### src/sv/clipped_sprite_blitter_core_assert.svh
// ---------------------------------------------------------------------------
// Assertion macros for the sprite blitter core
// Shorthand for clocked checks that are held off during reset.
// ---------------------------------------------------------------------------
`ifndef CLIPPED_SPRITE_BLITTER_CORE_ASSERT_SVH
`define CLIPPED_SPRITE_BLITTER_CORE_ASSERT_SVH

// same-cycle implication
`define CSB_ASSERT_NOW(label, ante, cons) \
  label: assert property (@(posedge clk) disable iff (rst) (ante) |-> (cons)) \
    else $error("sprite blitter check failed");

// next-cycle implication
`define CSB_ASSERT_NEXT(label, ante, cons) \
  label: assert property (@(posedge clk) disable iff (rst) (ante) |=> (cons)) \
    else $error("sprite blitter check failed");

`endif

### src/sv/csb_pkg.sv
`timescale 1ns / 1ps
// ---------------------------------------------------------------------------
// Sprite blitter package
// Shared widths, register indexes, stage types and size clamping.
// ---------------------------------------------------------------------------
package csb_pkg;

  localparam int PIX_W     = 16;
  localparam int OFS_W     = 12;
  localparam int SIZE_W    = 11;
  localparam int POS_W     = 13;
  localparam int IDX_W     = 11;
  localparam int FWC_W     = 12;
  localparam int PROD_W    = IDX_W + FWC_W;
  localparam int ADDR_W    = 19;
  localparam int CFG_IDX_W = 3;
  localparam int CFG_DAT_W = 12;

  localparam logic [PIX_W-1:0] ALPHA_MASK = 16'hF000;

  localparam int DEF_FRAME_W  = 640;
  localparam int DEF_FRAME_H  = 480;
  localparam int DEF_MAX_RECT = 1024;

  localparam logic [SIZE_W-1:0] RESET_SIZE = 11'd16;

  typedef enum logic [CFG_IDX_W-1:0] {
    REG_DEST_X       = 3'd0,
    REG_DEST_Y       = 3'd1,
    REG_RECT_WIDTH   = 3'd2,
    REG_RECT_HEIGHT  = 3'd3,
    REG_ALPHA_ENABLE = 3'd4
  } csb_reg_e;

  typedef struct packed {
    logic signed [OFS_W-1:0] dest_x;
    logic signed [OFS_W-1:0] dest_y;
    logic [SIZE_W-1:0]       rect_width;
    logic [SIZE_W-1:0]       rect_height;
    logic                    alpha_enable;
  } csb_cfg_t;

  typedef struct packed {
    logic                    valid;
    logic [PIX_W-1:0]        pixel;
    logic signed [POS_W-1:0] col;
    logic signed [POS_W-1:0] row;
    logic                    alpha_ok;
    logic                    last;
  } csb_stage_t;

  // last index along one axis: zero size counts as one, clamp at the maximum
  function automatic logic [SIZE_W-1:0] size_limit(input logic [SIZE_W-1:0] s,
                                                   input logic [SIZE_W-1:0] max_m1);
    logic [SIZE_W-1:0] sm1;
    sm1 = s - 1'b1;
    if (s == '0) begin
      return '0;
    end else if (sm1 > max_m1) begin
      return max_m1;
    end else begin
      return sm1;
    end
  endfunction

endpackage

### src/sv/clipped_sprite_blitter_core.sv
`timescale 1ns / 1ps
// ---------------------------------------------------------------------------
// Clipped sprite blitter core
// Maps a raster stream of rectangle pixels onto frame addresses with clipping
// and an alpha key.
// ---------------------------------------------------------------------------
// Usage:
//   Source channel (src_valid, src_stall, pixel) carries the rectangle's
//   pixels left to right, top to bottom. Destination channel (dst_valid,
//   dst_stall, write_enable, frame_addr, pixel_out, last) gives one transfer
//   per pixel: the frame address, the pixel, a write enable that is low when
//   the target falls outside the frame or fails the alpha key, and last on
//   the final pixel of the rectangle.
//   From a source transfer to its destination result a pixel passes the input
//   register behind the counters, then the result register behind the
//   address multiply-add. Throughput is one pixel per cycle without stalls.
//   A destination stall holds the result register; the input register still
//   takes one more pixel if it is empty, after which src_stall rises.
//   Reset clears the counters and both valid flags and loads dest 0,0, a 16x16
//   rectangle and the alpha key on. Write the registers through cfg_we,
//   cfg_index and cfg_data only while no pixel is in flight.
// ---------------------------------------------------------------------------
`include "clipped_sprite_blitter_core_assert.svh"

module clipped_sprite_blitter_core import csb_pkg::*; #(
  parameter int FRAME_W  = DEF_FRAME_W,
  parameter int FRAME_H  = DEF_FRAME_H,
  parameter int MAX_RECT = DEF_MAX_RECT
) (
  input  logic                 clk,
  input  logic                 rst,
  input  logic                 cfg_we,
  input  logic [CFG_IDX_W-1:0] cfg_index,
  input  logic [CFG_DAT_W-1:0] cfg_data,
  input  logic                 src_valid,
  output logic                 src_stall,
  input  logic [PIX_W-1:0]     pixel,
  output logic                 dst_valid,
  input  logic                 dst_stall,
  output logic                 write_enable,
  output logic [ADDR_W-1:0]    frame_addr,
  output logic [PIX_W-1:0]     pixel_out,
  output logic                 last
);

  csb_cfg_t   cfg;
  csb_stage_t stage;
  logic       take;

  always_ff @(posedge clk) begin
    if (rst) begin
      cfg.dest_x       <= '0;
      cfg.dest_y       <= '0;
      cfg.rect_width   <= RESET_SIZE;
      cfg.rect_height  <= RESET_SIZE;
      cfg.alpha_enable <= 1'b1;
    end else if (cfg_we) begin
      unique case (csb_reg_e'(cfg_index))
        REG_DEST_X:       cfg.dest_x       <= cfg_data[OFS_W-1:0];
        REG_DEST_Y:       cfg.dest_y       <= cfg_data[OFS_W-1:0];
        REG_RECT_WIDTH:   cfg.rect_width   <= cfg_data[SIZE_W-1:0];
        REG_RECT_HEIGHT:  cfg.rect_height  <= cfg_data[SIZE_W-1:0];
        REG_ALPHA_ENABLE: cfg.alpha_enable <= cfg_data[0];
        default: ;
      endcase
    end
  end

  csb_walker #(
    .MAX_RECT (MAX_RECT)
  ) u_walker (
    .clk       (clk),
    .rst       (rst),
    .cfg       (cfg),
    .src_valid (src_valid),
    .src_stall (src_stall),
    .pixel     (pixel),
    .take      (take),
    .stage     (stage)
  );

  csb_mapper #(
    .FRAME_W (FRAME_W),
    .FRAME_H (FRAME_H)
  ) u_mapper (
    .clk          (clk),
    .rst          (rst),
    .stage        (stage),
    .take         (take),
    .dst_valid    (dst_valid),
    .dst_stall    (dst_stall),
    .write_enable (write_enable),
    .frame_addr   (frame_addr),
    .pixel_out    (pixel_out),
    .last         (last)
  );

  `CSB_ASSERT_NOW(a_stall_needs_item, src_stall, stage.valid)
  `CSB_ASSERT_NEXT(a_drain_empties, dst_valid && !dst_stall && !stage.valid, !dst_valid)
  `CSB_ASSERT_NEXT(a_last_moves_on, stage.valid && take && stage.last, dst_valid && last)

endmodule

### src/sv/csb_walker.sv
`timescale 1ns / 1ps
// ---------------------------------------------------------------------------
// Sprite blitter raster walker
// Column and row counters, target position adders and the input register.
// ---------------------------------------------------------------------------
module csb_walker import csb_pkg::*; #(
  parameter int MAX_RECT = DEF_MAX_RECT
) (
  input  logic             clk,
  input  logic             rst,
  input  csb_cfg_t         cfg,
  input  logic             src_valid,
  output logic             src_stall,
  input  logic [PIX_W-1:0] pixel,
  input  logic             take,
  output csb_stage_t       stage
);

  localparam int CW = (MAX_RECT > 1) ? $clog2(MAX_RECT) : 1;
  localparam logic [SIZE_W-1:0] MAX_M1 = SIZE_W'(MAX_RECT - 1);

  logic [CW-1:0]           col_count;
  logic [CW-1:0]           row_count;
  logic [CW-1:0]           col_count_next;
  logic [CW-1:0]           row_count_next;
  logic                    s_valid;
  logic [PIX_W-1:0]        s_pixel;
  logic signed [POS_W-1:0] s_col;
  logic signed [POS_W-1:0] s_row;
  logic                    s_alpha_ok;
  logic                    s_last;

  logic [SIZE_W-1:0]       col_lim;
  logic [SIZE_W-1:0]       row_lim;
  logic                    end_col;
  logic                    end_row;
  logic                    accept;
  logic signed [POS_W-1:0] col_pos;
  logic signed [POS_W-1:0] row_pos;

  assign col_lim   = size_limit(cfg.rect_width, MAX_M1);
  assign row_lim   = size_limit(cfg.rect_height, MAX_M1);
  assign end_col   = SIZE_W'(col_count) >= col_lim;
  assign end_row   = SIZE_W'(row_count) >= row_lim;
  assign src_stall = s_valid && !take;
  assign accept    = src_valid && !src_stall;

  assign col_pos = POS_W'(cfg.dest_x) + POS_W'($signed({1'b0, col_count}));
  assign row_pos = POS_W'(cfg.dest_y) + POS_W'($signed({1'b0, row_count}));

  always_comb begin
    col_count_next = CW'(col_count + 1'b1);
    row_count_next = row_count;
    if (end_col) begin
      col_count_next = '0;
      row_count_next = end_row ? '0 : CW'(row_count + 1'b1);
    end
  end

  always_ff @(posedge clk) begin
    if (rst) begin
      col_count <= '0;
      row_count <= '0;
      s_valid   <= 1'b0;
    end else begin
      if (accept) begin
        col_count <= col_count_next;
        row_count <= row_count_next;
        s_valid   <= 1'b1;
      end else if (take) begin
        s_valid   <= 1'b0;
      end
    end
  end

  always_ff @(posedge clk) begin
    if (accept) begin
      s_pixel    <= pixel;
      s_col      <= col_pos;
      s_row      <= row_pos;
      s_alpha_ok <= !cfg.alpha_enable || ((pixel & ALPHA_MASK) != '0);
      s_last     <= end_col && end_row;
    end
  end

  always_comb begin
    stage.valid    = s_valid;
    stage.pixel    = s_pixel;
    stage.col      = s_col;
    stage.row      = s_row;
    stage.alpha_ok = s_alpha_ok;
    stage.last     = s_last;
  end

endmodule

### src/sv/csb_mapper.sv
`timescale 1ns / 1ps
// ---------------------------------------------------------------------------
// Sprite blitter frame mapper
// Frame bounds test, address multiply-add and the result register.
// ---------------------------------------------------------------------------
module csb_mapper import csb_pkg::*; #(
  parameter int FRAME_W = DEF_FRAME_W,
  parameter int FRAME_H = DEF_FRAME_H
) (
  input  logic              clk,
  input  logic              rst,
  input  csb_stage_t        stage,
  output logic              take,
  output logic              dst_valid,
  input  logic              dst_stall,
  output logic              write_enable,
  output logic [ADDR_W-1:0] frame_addr,
  output logic [PIX_W-1:0]  pixel_out,
  output logic              last
);

  localparam logic signed [POS_W-1:0] FW_S = POS_W'(FRAME_W);
  localparam logic signed [POS_W-1:0] FH_S = POS_W'(FRAME_H);
  localparam logic [FWC_W-1:0]        FW_U = FWC_W'(FRAME_W);

  logic              in_frame;
  logic              load;
  logic [IDX_W-1:0]  row_idx;
  logic [IDX_W-1:0]  col_idx;
  logic [PROD_W-1:0] addr_full;

  assign take     = !dst_valid || !dst_stall;
  assign load     = stage.valid && take;
  assign in_frame = (stage.col >= 0) && (stage.col < FW_S) &&
                    (stage.row >= 0) && (stage.row < FH_S);
  assign row_idx  = stage.row[IDX_W-1:0];
  assign col_idx  = stage.col[IDX_W-1:0];

  always_comb begin
    addr_full = PROD_W'(row_idx) * PROD_W'(FW_U);
    addr_full = addr_full + PROD_W'(col_idx);
  end

  always_ff @(posedge clk) begin
    if (rst) begin
      dst_valid <= 1'b0;
    end else begin
      if (load) begin
        dst_valid <= 1'b1;
      end else if (!dst_stall) begin
        dst_valid <= 1'b0;
      end
    end
  end

  always_ff @(posedge clk) begin
    if (load) begin
      write_enable <= in_frame && stage.alpha_ok;
      frame_addr   <= in_frame ? addr_full[ADDR_W-1:0] : '0;
      pixel_out    <= stage.pixel;
      last         <= stage.last;
    end
  end

endmodule
### config.mk
export PLATFORM = sky130hd
export DESIGN_NAME = clipped_sprite_blitter_core
export DESIGN_NICKNAME = d
export VERILOG_FILES = /design/src/sv/csb_pkg.sv /design/src/sv/clipped_sprite_blitter_core.sv /design/src/sv/csb_walker.sv /design/src/sv/csb_mapper.sv
export VERILOG_INCLUDE_DIRS = /design/src /design/src/sv
export SDC_FILE = /design/constraint.sdc
export NUM_CORES = 1
export LEC_CHECK = 0
export CAP_MARGIN = 25
export CORE_UTILIZATION = 45
export CTS_CLUSTER_DIAMETER = 60
export DETAILED_ROUTE_END_ITERATION = 10
export DONT_BUFFER_PORTS = 1
export GPL_ROUTABILITY_DRIVEN = 0
export GPL_TIMING_DRIVEN = 1
export PLACE_DENSITY = 0.58
export SKIP_LAST_GASP = 1
export SLEW_MARGIN = 10
export SYNTH_ARGS = -nofsm -noshare
export SYNTH_HDL_FRONTEND = slang
export SYNTH_SLANG_ARGS = --single-unit
### constraint.sdc
create_clock -name clk -period 4.85 [get_ports clk]
set_input_delay 0.97 -clock clk [delete_from_list [all_inputs] [get_ports clk]]
set_output_delay 0.97 -clock clk [all_outputs]
set_load 0.05 [all_outputs]
==> results.md <==
- The data required time of the worst path is 5210 ps.
- The critical path is of the flip-flop to flip-flop type.
- The launch instance of the worst min-delay path is u_walker.s_pixel[4]$_DFFE_PP_.
- Sequential elements use 47.0% of the synthesized area.
- Summed over all nets, the switching power comes to 922 uW.
- The total overflow left after global routing is 0.
- In this run the worst path has a maximum fanout of 10.
- The category of the worst setup path capture point is a flip-flop.
- For this run, design rule violations remaining after detail routing come to 0.
- The average cell area after synthesis is 9.74 sq um.
- The post-detailed-route count of antenna-violating nets is 0.
- The number of instances in the synthesized netlist is 833.
- The floorplan step defined a die boundary enclosing 18,600 sq um.
- The number of enable-type register cells in the synthesized netlist is 81.
- The first detailed-routing pass took 5 iterations.
- The remaining max-slew budget at the tightest pin is 53.3%.
- The number of H-tree levels is 4.
- The most used flip-flop cell after synthesis is edfxtp_1.
- Of the post-synthesis cell area, the dominant cell type holds 30.0%.
- From synthesis to final layout, the design area changed by 10.2%.
- The path with the worst hold slack has its endpoint at u_mapper.pixel_out[4]$_DFFE_PP_.
- The largest incremental delay on the critical path is 670 ps.
- After synthesis the cells add up to 8110 sq um.
- The share of synthesized registers carrying an async set or reset is 0%.
- Buffers placed on the I/O ports in this run total 0.
- The number of buffers on the longest clock path is 2.
- The flow ran to the end, and the final reports show no timing, DRC or antenna violations.
- In the post-route analysis, the smallest setup slack over all paths is 1110 ps.
- The signal on the critical path passes through nor4_1 -> nand3_1 -> xor2_1 -> a21boi_0 -> ha_1 -> nor2b_1 -> o21ai_1 -> nand4_1 -> a41oi_1 -> nor4_2 -> mux2_2.
- In this run, the combinational gates consume 12.6% of the power.
- Cell internal power was estimated by the tool at 2320 uW.
- The part of the total power dissipated in the clock network is 40.9%.
- During synthesis, Yosys emitted a total of 0 warnings.
- The number of buffers and inverters on the critical path is 0.
- The depth of the worst register-to-register path is 11.
- The effective utilization at floorplan is 46.4%.
- Data arrives at the worst endpoint at 4100 ps.
- The largest total area in the synthesized netlist belongs to edfxtp_1.
- The standby leakage power is 0.00351 uW.
- The upper clock frequency limit is 0.267 GHz.
- The path category of the worst min-delay check is flip-flop to flip-flop.
- The initial antenna violation count is 0.
- The count of hold buffers inserted by post-cts repair is 0.
- The core region is 17,500 sq um.
- For this design, the slowest cell found on the critical path is nor4_2.
- Across all register-to-register paths, the minimum setup slack is 1110 ps.
- Of the total power, registers draw 46.5%.
- Clock tree synthesis selected as its root buffer the cell clkbuf_16.
- The total clock sinks is 150.
- The number of library cell types mapped by synthesis is 73.
- The layout net count is 941.
- The final-layout setup total negative slack is 0 ps.
- By area the synthesized netlist is led by edfxtp_1 30%, dfxtp_1 17%, ha_1 10%.
- The global-route wire length before repair is 28,300 um.
- Entering global routing, the biggest net connects 57 pins.
- The terminus of the critical flop-to-flop path is u_walker.row_count[0]$_SDFFE_PP0P_.
- The actual slew at the worst max-slew pin is 697 ps.
- The number of vias after detailed routing is 5,968.
- In this run the post-CTS setup repair buffer count came out at 0.
- The critical path's top delay family is simple AND/OR/NAND/NOR gates.
- The worst-case IR drop observed on VDD is 236 uV.
- The number of pins with negative max-slew slack in the final report is 0.
- The iteration-0 DRC count of the detailed router is 319.
- When the netlist entered floorplanning its net count stood at 940.
- Setup repair after global routing left no endpoint under its margin.
- In the global route stage, overall resource usage came out at 19.9%.
- The number of antenna diodes in the final layout is 0.
- In the layout the commonest cells are 158 x nand2_1, 81 x edfxtp_1, 69 x dfxtp_1.
- The clock tree from TritonCTS is yes.
- Prior to clock tree synthesis, the placed netlist has a worst setup slack of 1230 ps.
- The fraction of power spent switching nets is 28.4%.
- The worst setup skew after layout is 9.50 ps.
- The final hold violation count is 0.
- Across the run, the number of max-cap violations was 0.
- The cell depth of the worst hold path is 0.
- The number of synthesized register bits is 150.
- Leaving out fill and tap cells, the most frequent cell in the layout is nand2_1.
- The number of global-route vias before repair is 5,811.
- For the worst-skew pair, the clock arrives at the later sink with an insertion delay of 420 ps.
- STA classifies the critical path startpoint as a flip-flop.
- The floorplan has 48 rows.
- Setup violations remaining at the end of the flow were counted as 0.
- The average wire length per cell after detail routing is 16.1 um.
- The number of clock buffers inserted by TritonCTS is 17.
- The fraction of layout cells with a size suffix above 1 is 6.61%.
- The startpoint of the most critical setup path is cfg[3]$_SDFFE_PP0P_.
- Clock-pin slew was measured on the worst setup and hold paths at 70 ps.
- The boundary pin count is 75.
- The overall die height is 136 um.
- The worst register-to-register path begins at cfg[3]$_SDFFE_PP0P_.
- Wires add up to 17,200 um.
- Dividing the final minimum period by the clock period gives 77.2%.
- From left edge to right edge, the die measures 136 um.
- The number of resized instances in the post-cts repair step is 0.
- The time the worst path needs with I/O delays and setup is 3740 ps.
- The routed via count divided by cell count is 5.57.
- The sum of net half-perimeters after detailed placement is 12,800 um.
- The total power divided by cell area is 363 nW/um^2.
[flip-flops by register name (all words and copies together) (netlist names)]
register / cells
u_walker.s_col: 13
u_mapper.last: 1
u_mapper.dst_valid: 1
u_walker.row_count: 10
u_walker.s_pixel: 16
u_walker.s_last: 1
u_walker.s_alpha_ok: 1
cfg: 47
u_mapper.pixel_out: 16
u_walker.s_row: 13
u_walker.col_count: 10
u_mapper.frame_addr: 19
u_walker.s_valid: 1
u_mapper.write_enable: 1
[worst max-delay path by stage]
stage,end,depth (start not counted)
CTS,u_walker.row_count[0]$_SDFFE_PP0P_,11
detailed placement,u_walker.row_count[0]$_SDFFE_PP0P_,11
floorplan,u_mapper.frame_addr[0]$_SDFFCE_PN0P_,1
global placement,u_walker.row_count[0]$_SDFFE_PP0P_,11
global route,u_walker.row_count[0]$_SDFFE_PP0P_,11
finish,u_walker.row_count[0]$_SDFFE_PP0P_,11
[cell usage after synthesis, types with 7 or more instances]
master      n
a21o_1     13
o21ai_0    19
clkbuf_1   18
and3_1      7
xor2_1     21
nor2_1     48
dfxtp_1    69
nor2b_1     8
nor3_1     20
a21oi_1    67
nand4_1    10
inv_1      41
nand3_1    22
nand2_1   158
ha_1       67
a31oi_1     8
o21ai_1     7
edfxtp_1   81
and2_1     11
xnor2_1    31
nor4_1      8
[final cells by class]
class | count | area, sq um
inverters | 42 | 158
multi-input cells | 621 | 4070
clock inverters | 15 | 180
repair buffers | 2 | 15.0
fillers | 1594 | 8530
well taps | 225 | 282
flip-flops and latches | 150 | 3810
clock buffers | 17 | 425
[logic make-up after synthesis]
family,count (synthesis),synth area share [%]
and+or+nand+nor,334,19.9
AOI/OAI and AO/OA,160,12.7
DFF,150,47.0
adders and majority gates,71,11.3
buffers and inverters,62,2.96
xor gates and xnor gates,52,5.61
muxes,4,0.524
[power by group through the flow]
stage | Sequential (uW) | Combinational [uW] | Clock (uW)
2_1_floorplan | 1520 | 336 | 0
3_3_place_gp | 1530 | 391 | 0
3_5_place_dp | 1540 | 404 | 0
4_1_cts | 1510 | 409 | 1350
5_1_grt | 1520 | 466 | 1410
6_report | 1510 | 409 | 1330
[metal layers]
layer / global-route usage [%] / share of wire (%) / routed length, um / up-vias
met5: 0 / 0 / 0 / -
met4: 7.10 / 1.9 / 328 / 0
met3: 4.40 / 5.2 / 901 / 29
met2: 34.1 / 49 / 8370 / 191
li1: - / - / - / 2973
met1: 24.3 / 44 / 7640 / 2775
[through the flow]
step / std cells / total power [uW] / hold slack (ps) / area [sq um] / util [%]
2_1_floorplan: 833 / 1860 / 400 / 8110 / -
3_3_place_gp: 1040 / 1920 / 401 / 8340 / 47.7
3_5_place_dp: 1040 / 1940 / 406 / 8340 / 47.7
4_1_cts: 1072 / 3270 / 420 / 8940 / 51.2
5_1_grt: 1072 / 3390 / 434 / 8940 / 51.2
6_report: 1072 / 3250 / 421 / 8940 / 51.2
No activity file was read; power rests on OpenSTA's default activity.
